--- config.mk ---
export PLATFORM = sky130hd
export DESIGN_NAME = fcc_fifo
export DESIGN_NICKNAME = d
export VERILOG_FILES = /design/src/rtl/core/frustum_cull_classifier_top_macros.svh /design/src/rtl/core/fcc_fifo.sv
export SDC_FILE = /design/constraint.sdc
export NUM_CORES = 1
export LEC_CHECK = 0
export BUFFER_PORTS_ARGS = -buffer_cell sky130_fd_sc_hd__buf_2
export CAP_MARGIN = 20
export CORE_UTILIZATION = 48
export DETAILED_ROUTE_END_ITERATION = 8
export PLACE_DENSITY = 0.74
export SYNTH_ARGS = -nofsm -noshare
export SYNTH_HDL_FRONTEND = slang
export SYNTH_SLANG_ARGS = --single-unit
--- constraint.sdc ---
create_clock -name clk -period 1.8 [get_ports clk]
set_input_delay 0.18 -clock clk [delete_from_list [all_inputs] [get_ports clk]]
set_output_delay 0.18 -clock clk [all_outputs]
set_load 0.02 [all_outputs]
--- src/rtl/core/frustum_cull_classifier_top_macros.svh ---
// Assertion macros used by the frustum cull classifier back end (fcc_back).
// Expects clk and rst_n in the scope of each use.
`ifndef FRUSTUM_CULL_CLASSIFIER_TOP_MACROS_SVH
`define FRUSTUM_CULL_CLASSIFIER_TOP_MACROS_SVH

// Same-cycle implication.
`define FCC_ASSERT_NOW(lbl, ante, cons, msg) \
    lbl: assert property (@(posedge clk) disable iff (!rst_n) (ante) |-> (cons)) \
        else $error(msg);

// Next-cycle implication.
`define FCC_ASSERT_NEXT(lbl, ante, cons, msg) \
    lbl: assert property (@(posedge clk) disable iff (!rst_n) (ante) |=> (cons)) \
        else $error(msg);

`endif

--- src/rtl/core/fcc_fifo.sv ---
// Small synchronous FIFO used for the command and result queues.
// Standalone; width and depth set by the instantiating module.
`default_nettype none

module fcc_fifo #(
    parameter int WIDTH = 8,
    parameter int DEPTH = 2
) (
    input  logic             clk,
    input  logic             rst_n,
    input  logic             wr,
    input  logic [WIDTH-1:0] wdata,
    output logic             full,
    input  logic             rd,
    output logic [WIDTH-1:0] rdata,
    output logic             empty
);

    localparam int PW = (DEPTH > 1) ? $clog2(DEPTH) : 1;
    localparam int CW = $clog2(DEPTH + 1);

    logic [WIDTH-1:0] mem [DEPTH];
    logic [PW-1:0]    wr_ptr_reg;
    logic [PW-1:0]    rd_ptr_reg;
    logic [CW-1:0]    count_reg;
    logic             do_wr;
    logic             do_rd;

    assign full  = (count_reg == CW'(DEPTH));
    assign empty = (count_reg == '0);
    assign do_wr = wr && !full;
    assign do_rd = rd && !empty;
    assign rdata = mem[rd_ptr_reg];

    always_ff @(posedge clk or negedge rst_n)
    begin
        if (!rst_n)
        begin
            wr_ptr_reg <= '0;
            rd_ptr_reg <= '0;
            count_reg  <= '0;
        end
        else
        begin
            if (do_wr)
            begin
                wr_ptr_reg <= (wr_ptr_reg == PW'(DEPTH - 1)) ? '0 : wr_ptr_reg + 1'b1;
            end
            if (do_rd)
            begin
                rd_ptr_reg <= (rd_ptr_reg == PW'(DEPTH - 1)) ? '0 : rd_ptr_reg + 1'b1;
            end
            if (do_wr && !do_rd)
            begin
                count_reg <= count_reg + 1'b1;
            end
            else if (do_rd && !do_wr)
            begin
                count_reg <= count_reg - 1'b1;
            end
        end
    end

    always_ff @(posedge clk)
    begin
        if (do_wr)
        begin
            mem[wr_ptr_reg] <= wdata;
        end
    end

endmodule

`default_nettype wire

==> impl_metrics.env <==
export IMPL_status="finished clean"
export IMPL_combPwrFrac=0.376
export IMPL_area_delta_synth_final_pct=21.9
export IMPL_slew_headroom=0.729
export IMPL_io_pins=22
export IMPL_setup_tns_final_ns=0
export IMPL_r2r_cells=6
export IMPL_reg2reg_from="count_reg[0]"
export IMPL_synth_mux_area_frac=0.115
export IMPL_vias=432
export IMPL_ctsResizeCount=0
export IMPL_endpoint_kind="output port"
export IMPL_cpPeakStageDelay_ns=0.58
export IMPL_ir_worst_vdd_mv=0.863
export IMPL_synth_xor_area_frac=0.0656
export IMPL_ys_top_cells_by_area="edfxtp_1, dfrtp_1, mux2_1"
export IMPL_initial_core_util=0.519
export IMPL_path_cells="mux2_2 -> buf_2"
export IMPL_core_area_sq_um=1510
export IMPL_hold_end="mem[1][7]"
export IMPL_wirelength_microns=1060
export IMPL_p_switching_mw=0.528
export IMPL_dr_pass1_iters=3
export IMPL_postSynthCellCount=44
export IMPL_largest_register_ffs=16
export IMPL_place_gp_congestion=0.609
export IMPL_insertion_delay_ns=0.28
export IMPL_power_frac_clock=0.132
export IMPL_synth_top_family_by_area="multiplexers"
export IMPL_clock_skew_ns=0.00216
export IMPL_yosysTopAreaCellShare=0.614
export IMPL_nFillCells=127
export IMPL_antenna_found_initial=0
export IMPL_fin_crit_ns=1.59
export IMPL_drv_cap=0
export IMPL_hold_path_class="primary input to flip-flop"
export IMPL_final_cell_mix="buf_2, edfxtp_1, mux2_1, dfrtp_1"
export IMPL_maxSlewViolCount=0
export IMPL_yosysSeqAreaShare=0.742
export IMPL_grt_max_degree=12
export IMPL_r2r_slack_ns=0.29
export IMPL_dp_slack_ns=0.319
export IMPL_hp_start="wdata[7]"
export IMPL_holdWs_ns=0.0750
export IMPL_setup_viol=0
export IMPL_start_kind="flip-flop"
export IMPL_cp_required_ns=1.62
export IMPL_critPathArrivalTime_ns=1.41
export IMPL_die_w_microns=42.4
export IMPL_path_max_fanout=9
export IMPL_p_seq_frac=0.492
export IMPL_utilization=0.633
export IMPL_viasPerCell=4.97
export IMPL_layout_commonest_cell="buf_2"
export IMPL_numClockSinks=20
export IMPL_num_nets_final=85
export IMPL_reg2reg_to="count_reg[1]"
export IMPL_p_int_mw=0.985
export IMPL_gr_total_overflow=0
export IMPL_p_per_area_nw_per_um2=1590
export IMPL_crit_type="flip-flop to output port"
export IMPL_p_leak_nw=0.404
export IMPL_yosys_area_share_adder=0.0160
export IMPL_std_cell_rows=14
export IMPL_cts_tree="done"
export IMPL_fp_dieH_microns=42.4
export IMPL_yosysWarnings=0
export IMPL_fmax_mhz=630
export IMPL_fin_ws_ns=0.212
export IMPL_grt_pass1_vias=412
export IMPL_clock_path_buffers=2
export IMPL_rsz0062_at_grt="false"
export IMPL_cts_buffers=3
export IMPL_drc=0
export IMPL_hpwl_microns=799
export IMPL_ys_ff_latch=20
export IMPL_yosys_area_top_type="edfxtp_1"
export IMPL_syn_area_sq_um=782
export IMPL_die_area_sq_um=1790
export IMPL_ys_types=15
export IMPL_cts_root_buf="clkbuf_4"
export IMPL_critPathSlowestCell="dfrtp_1"
export IMPL_grt_util_all_layers=0.142
export IMPL_drive_gt1_frac=0.423
export IMPL_grt_pass1_wl_microns=1840
export IMPL_hold_viol_final=0
export IMPL_drtAntennaViolNets=0
export IMPL_drt_initial_drc_count=8
export IMPL_synth_compound_area_frac=0.00640
export IMPL_fin_crit_sh=0.882
export IMPL_syn_nets=57
export IMPL_h_tree_depth=1
export IMPL_sw_frac_of_total=0.349
export IMPL_diodes=0
export IMPL_clkTransAtPathRegs_ns=0.10
export IMPL_wl_per_cell_microns=12.1
export IMPL_worstMarginPinSlew_ns=0.406
export IMPL_synth_simple_gate_area_frac=0.0384
export IMPL_holdPathStages=1
export IMPL_port_buffers=21
export IMPL_avgSynthCellArea_sq_um=17.8
-- worst max-delay path, delay by kind of cell, from the launching register on --
family | cells | cell delay, ns
multiplexers | 1 | 0.38
buffers and inverters | 1 | 0.16
flip-flops | 1 | 0.58
-- what timing repair did --
action / CTS / global route
buffers inserted: 0 / 0
hold endpoints to repair: 4 / 0
setup endpoints to repair: 0 / 0
hold buffers: 1 / 0
-- layer usage --
layer / vias up / routed length (microns) / track usage
met5: - / 0 / 0
met4: 0 / 0 / 0.0375
met2: 13 / 523 / 0.237
met3: 0 / 45 / 0.0388
met1: 203 / 489 / 0.184
li1: 216 / - / -
-- worst max-delay path by stage --
stage / start / endpoint / slack [ns] / depth (start not counted)
after floorplan: count_reg[0] / mem[0][0] / 0.41 / 3
after global placement: count_reg[0] / count_reg[1] / 0.37 / 6
after detailed placement: count_reg[0] / count_reg[1] / 0.32 / 6
after CTS: rd_ptr_reg / rdata[2] / 0.17 / 2
after global routing: rd_ptr_reg / rdata[2] / 0.12 / 2
final: rd_ptr_reg / rdata[2] / 0.21 / 2
-- logic make-up (layout without fill, tap and decap cells) --
| family | after synthesis | after routing |
|---|---|---|
| adder cells (fa/ha/maj) | 1 | 1 |
| multiplexers | 8 | 8 |
| flip-flops | 20 | 20 |
| AO/OA/AOI/OAI | 1 | 1 |
| buffers and inverters | 3 | 30 |
| XOR/XNOR | 5 | 5 |
| AND/OR/NAND/NOR | 6 | 6 |
-- area by class of cell --
class	count	area, sq um	area share
Clock inverter	1	3.75	0.00394
Inverter	2	7.51	0.00787
Clock buffer	3	22.5	0.0236
Sequential cell	20	581	0.609
Tap cell	16	20.0	0.0210
Multi-Input combinational cell	21	189	0.198
Timing Repair Buffer	24	130	0.136
-- power by group through the flow --
stage	Clock [mW]	Combinational (mW)	Sequential, mW
3_3_place_gp	0	0.562	0.754
5_1_grt	0.234	0.628	0.769
4_1_cts	0.212	0.580	0.751
2_1_floorplan	0	0.446	0.705
3_5_place_dp	0	0.573	0.763
6_report	0.200	0.569	0.745
-- through the flow --
step                power, mW  cell area, sq um  instances
finish                   1.51               953         87
global route             1.63               953         87
CTS                      1.54               953         87
detailed placement       1.34               917         82
global placement         1.32               917         82
floorplan                1.15               782         44
-- Yosys cell counts --
library cell / count
xor2_1: 2
and3_1: 1
edfxtp_1: 16
nand2b_1: 1
inv_1: 2
o21ai_1: 1
nor2_1: 3
dfrtp_1: 4
mux2_2: 2
mux2_1: 6
buf_2: 1
ha_1: 1
xnor2_2: 1
nand2_2: 1
xnor2_1: 2
Note: power is estimated with default switching activity, not from simulation.
