**config.mk**
```make
export PLATFORM = sky130hd
export DESIGN_NAME = fcc_front
export DESIGN_NICKNAME = d
export VERILOG_FILES = /design/src/rtl/core/frustum_cull_classifier_top_macros.svh /design/src/rtl/core/fcc_pkg.sv /design/src/rtl/core/fcc_front.sv
export SDC_FILE = /design/constraint.sdc
export NUM_CORES = 1
export LEC_CHECK = 0
export BUFFER_PORTS_ARGS = -buffer_cell sky130_fd_sc_hd__buf_2
export CORE_AREA = 3 3 156 158
export DETAILED_ROUTE_END_ITERATION = 12
export DIE_AREA = 0 0 159 161
export HOLD_SLACK_MARGIN = 0.15
export PLACE_DENSITY = 0.53
export SLEW_MARGIN = 20
export SYNTH_ARGS = -nofsm -noshare
export SYNTH_HDL_FRONTEND = slang
export SYNTH_SLANG_ARGS = --single-unit
export TNS_END_PERCENT = 5
```
**constraint.sdc**
```tcl
create_clock -name clk -period 10.44 [get_ports clk]
set_input_delay 0.522 -clock clk [delete_from_list [all_inputs] [get_ports clk]]
set_output_delay 0.522 -clock clk [all_outputs]
set_load 0.03 [all_outputs]
```
**src/rtl/core/frustum_cull_classifier_top_macros.svh**
```systemverilog
// Assertion macros used by the frustum cull classifier back end (fcc_back).
// Expects clk and rst_n in the scope of each use.
`ifndef FRUSTUM_CULL_CLASSIFIER_TOP_MACROS_SVH
`define FRUSTUM_CULL_CLASSIFIER_TOP_MACROS_SVH

// Same-cycle implication.
`define FCC_ASSERT_NOW(lbl, ante, cons, msg) \
    lbl: assert property (@(posedge clk) disable iff (!rst_n) (ante) |-> (cons)) \
        else $error(msg);

// Next-cycle implication.
`define FCC_ASSERT_NEXT(lbl, ante, cons, msg) \
    lbl: assert property (@(posedge clk) disable iff (!rst_n) (ante) |=> (cons)) \
        else $error(msg);

`endif

```
**src/rtl/core/fcc_pkg.sv**
```systemverilog
// Shared types and constants for the frustum cull classifier.
// No dependencies; imported by every module of the block except fcc_fifo.
`default_nettype none

package fcc_pkg;

    localparam int NUM_PLANES_DEF = 6;
    localparam int FRAC_BITS_DEF  = 16;

    localparam int COEF_W     = 32;
    localparam int IDX_W      = 3;
    localparam int OP_W       = 2;
    localparam int RADIUS_W   = 31;
    localparam int VERDICT_W  = 2;
    localparam int CFG_ADDR_W = 2;
    localparam int CFG_DATA_W = 32;

    localparam int LANES  = 4;
    localparam int MUL_W  = COEF_W + 1;
    localparam int PROD_W = 2 * MUL_W;
    localparam int DIST_W = 2 * COEF_W + 3;

    localparam int CMD_Q_DEPTH = 2;
    localparam int RES_Q_DEPTH = 2;

    localparam logic [OP_W-1:0] OP_LOAD   = 2'd0;
    localparam logic [OP_W-1:0] OP_POINT  = 2'd1;
    localparam logic [OP_W-1:0] OP_SPHERE = 2'd2;

    localparam logic [VERDICT_W-1:0] VERDICT_INSIDE    = 2'd0;
    localparam logic [VERDICT_W-1:0] VERDICT_OUTSIDE   = 2'd1;
    localparam logic [VERDICT_W-1:0] VERDICT_INTERSECT = 2'd2;

    localparam logic [CFG_ADDR_W-1:0] REG_EYE_X = 2'd0;
    localparam logic [CFG_ADDR_W-1:0] REG_EYE_Y = 2'd1;
    localparam logic [CFG_ADDR_W-1:0] REG_EYE_Z = 2'd2;

    typedef enum logic [1:0] {
        CMD_LOAD,
        CMD_POINT,
        CMD_SPHERE
    } cmd_kind_t;

    typedef struct packed {
        logic [OP_W-1:0]          operation;
        logic [IDX_W-1:0]         plane_index;
        logic signed [COEF_W-1:0] coeff_a;
        logic signed [COEF_W-1:0] coeff_b;
        logic signed [COEF_W-1:0] coeff_c;
        logic signed [COEF_W-1:0] coeff_d;
        logic signed [COEF_W-1:0] pos_x;
        logic signed [COEF_W-1:0] pos_y;
        logic signed [COEF_W-1:0] pos_z;
        logic [RADIUS_W-1:0]      radius;
    } in_t;

    typedef struct packed {
        logic [VERDICT_W-1:0] verdict;
        logic [IDX_W-1:0]     culling_plane;
        logic                 culled;
    } res_t;

    // Loads carry a, b, c, d in w0..w3; tests carry x, y, z, radius.
    typedef struct packed {
        cmd_kind_t                kind;
        logic [IDX_W-1:0]         idx;
        logic signed [COEF_W-1:0] w0;
        logic signed [COEF_W-1:0] w1;
        logic signed [COEF_W-1:0] w2;
        logic signed [COEF_W-1:0] w3;
    } cmd_t;

endpackage

`default_nettype wire

```
**src/rtl/core/fcc_front.sv**
```systemverilog
// Front end: accepts input transactions, decodes and filters them into commands.
// Depends on fcc_pkg; feeds the command queue.
`default_nettype none

module fcc_front #(
    parameter int NUM_PLANES = fcc_pkg::NUM_PLANES_DEF
) (
    input  logic          clk,
    input  logic          rst_n,
    input  logic          push,
    input  fcc_pkg::in_t  item,
    output logic          full,
    output logic          q_push,
    output fcc_pkg::cmd_t q_cmd,
    input  logic          q_full
);

    import fcc_pkg::*;

    logic valid_reg;
    logic valid_next;
    cmd_t cmd_reg;
    cmd_t cmd_dec;
    logic keep;
    logic accept;

    always_comb
    begin
        cmd_dec.kind = CMD_LOAD;
        cmd_dec.idx  = item.plane_index;
        cmd_dec.w0   = item.pos_x;
        cmd_dec.w1   = item.pos_y;
        cmd_dec.w2   = item.pos_z;
        cmd_dec.w3   = COEF_W'({1'b0, item.radius});
        keep         = 1'b0;
        case (item.operation)
            OP_LOAD:
            begin
                keep       = (32'(item.plane_index) < NUM_PLANES);
                cmd_dec.w0 = item.coeff_a;
                cmd_dec.w1 = item.coeff_b;
                cmd_dec.w2 = item.coeff_c;
                cmd_dec.w3 = item.coeff_d;
            end
            OP_POINT:
            begin
                keep         = 1'b1;
                cmd_dec.kind = CMD_POINT;
            end
            OP_SPHERE:
            begin
                keep         = 1'b1;
                cmd_dec.kind = CMD_SPHERE;
            end
            default:
            begin
                keep = 1'b0;
            end
        endcase
    end

    assign full   = valid_reg && q_full;
    assign accept = push && !full;
    assign q_push = valid_reg && !q_full;
    assign q_cmd  = cmd_reg;

    always_comb
    begin
        valid_next = valid_reg && q_full;
        if (accept)
        begin
            valid_next = keep;
        end
    end

    always_ff @(posedge clk or negedge rst_n)
    begin
        if (!rst_n)
        begin
            valid_reg <= 1'b0;
        end
        else
        begin
            valid_reg <= valid_next;
        end
    end

    always_ff @(posedge clk)
    begin
        if (accept && keep)
        begin
            cmd_reg <= cmd_dec;
        end
    end

endmodule

`default_nettype wire

```
==> results.txt <==
status = complete, no violations
Setup Crit Path Kind = primary input to flop
post-synth design cell area = 5722 µm²
Filler cells = 2316
syn nets = 558
Setup crit start kind = primary input
PostCTS Resize Cnt = 0
TritonCTS Buffers = 17
register area = 4019 µm²
DR vias = 4103
clk_lat worst skew = 410 ps
worst path required time = 10480 ps
Seq/Total Area, Yosys = 70.24%
Core ar. = 23260 µm²
Fin. Hold Viols = 0
worst clock skew = 11.94 ps
yosys warns = 0
fraction of layout cells with a size suffix above 1 = 79.10%
CP Data Arrival Time = 2720 ps
area of the multi-input gates = 1562 µm²
P per Cell Area = 168.1 nW/µm²
Hold Worst Slack = 291.5 ps
final wirelength = 17120 µm
Vias/cell = 3.991
vias in the first global route = 4285
min Tclk post-route = 2689 ps
top-area cell type share of the netlist area = 69.80%
antenna viol nets, final = 0
clk slew on worst S/H paths = 60 ps
TNS Setup = 0 ps
Initial Utilization = 24.60%
Hold Crit Class = primary input to flop
CTS Sinks = 134
Lkg Pwr = 3.656 nW
Rel. slew slack = 36.65%
Buffers on Ports = 398
final setup fails = 0
H-tree depth = 4
Die Span X = 159 µm
final layout net count = 965
Design Power = 1.441 mW
HPWL Detailed = 13120 µm
synth-to-layout area growth = 49.90%
largest net degree at the start of global routing = 71
Worst Setup End Kind = flop
Mapped Cells = 290
Netlist cell types = 15
Yosys reg bits = 134
I/O pin total = 399
Max Clock Freq = 0.3719 GHz
initial antenna violation count = 1
CTS max path bufs = 2
Die ar. = 25600 µm²
Max-Cap Viols = 0
area leader, netlist = edfxtp_1
worst slew pin tran = 950.3 ps
Final GP Congestion = 0.7494
synthesized area per cell = 19.73 µm²
Residual DRC = 0
worst setup margin = 7751 ps
total grt overflow = 0
GR Util All Layers = 12.83%
Area contributors post-synth = edfxtp_1 (70%), mux2_2 (25%), buf_6 (2.6%)
chip height = 161 µm
RSZ-0062 raised after global routing = false
Util after Layout = 36.87%
first-pass GRT wire length = 25130 µm
WL/cell = 16.65 µm
DR iter-0 viols = 128
CP max FO = 70
drt pass-1 iters = 4
fin crit share = 25.76%
FF-to-FF setup slack = 8430 ps
post-place setup slack = 7220 ps
Rows = 56
CTS tree = built
max reg flops = 133
max-slew violations = 0
maximum vdd drop = 0.00008483 V
clock root cell = clkbuf_16
==> cells in the final DEF (no fill, tap or decap), types with 2 or more instances in the layout <==
master / netlist / routed
edfxtp_1: 133 / 133
clkinv_2: 0 / 4
clkinvlp_4: 0 / 2
inv_6: 0 / 2
bufinv_16: 0 / 2
ha_1: 4 / 3
buf_4: 0 / 3
buf_2: 1 / 398
clkbuf_16: 0 / 17
mux2_2: 127 / 127
inv_1: 3 / 3
clkinv_4: 0 / 2
==> routing by layer <==
metal / vias up / wire length [µm] / share of wire, % / global-route usage [%]
li1: 1950 / - / - / -
met1: 1924 / 6715 / 39 / 14.93
met2: 217 / 8660 / 51 / 21.60
met3: 12 / 1496 / 8.7 / 5.283
met4: 0 / 247 / 1.4 / 4.258
met5: - / 0 / 0 / 0
==> stage by stage <==
step,std cells,area [µm²]
finish,1028,8577
global route,1028,8577
CTS,1027,8574
detailed placement,996,8005
global placement,996,8005
floorplan,290,5722
==> critical path: stages <==
cell and delay (ps):
buf_2 110, inv_1 110, ha_4 740, nor2_1 230, nor4_4 210, buf_4 710
==> final timing paths <==
kind | end | cells after the start | from
setup / recovery | q_cmd[33] | 6 | item[258]
hold / removal | q_cmd[128] | 1 | item[255]
setup reg to reg | q_cmd[33] | 4 | valid_reg
hold reg to reg | valid_reg | 2 | valid_reg
max in group asynchronous | valid_reg | 2 | rst_n
min in group asynchronous | valid_reg | 2 | rst_n
==> synthesized netlist by cell type <==
library cell,n
buf_2,1
mux2_2,127
nor2_1,1
and3b_1,1
ha_1,4
and2_1,1
o31ai_2,1
dfrtp_1,1
nand2_1,1
buf_6,13
inv_1,3
nor4_2,1
nand2b_1,1
edfxtp_1,133
nor2b_1,1
==> kinds of logic (layout without fill, tap and decap cells) <==
| kind of cell | Yosys count | count (layout) | synth area share [%] |
|---|---|---|---|
| AO/OA/AOI/OAI | 1 | 1 | 0.2186 |
| adder cells (fa/ha/maj) | 4 | 4 | 0.8747 |
| buffers and inverters | 17 | 435 | 2.843 |
| flip-flops | 134 | 134 | 70.24 |
| multiplexers | 127 | 127 | 24.99 |
| other | 0 | 1 | 0 |
| AND/OR/NAND/NOR | 7 | 7 | 0.8310 |
==> cell type report <==
type / count / area share (%)
Sequential cell: 134 / 46.86
Timing Repair Buffer: 402 / 23.60
Multi-Input combinational cell: 139 / 18.21
Clock buffer: 17 / 4.960
Tap cell: 319 / 4.654
Clock inverter: 13 / 1.561
Inverter: 3 / 0.1313
Antenna cell: 1 / 0.02918
==> power by group <==
group	total (mW)	internal (mW)	leakage (nW)	switching [mW]
registers	0.644	0.637	1.25	0.00709
logic	0.222	0.0923	2.14	0.129
clock network	0.576	0.348	0.273	0.228
total	1.44	1.08	3.66	0.364
==> what timing repair did <==
action	CTS	global route
endpoints found under the setup margin	0	0
hold endpoints to repair	1	0
buffers inserted	0	0
hold buffers	1	0
(Power assumes the default switching activity.)
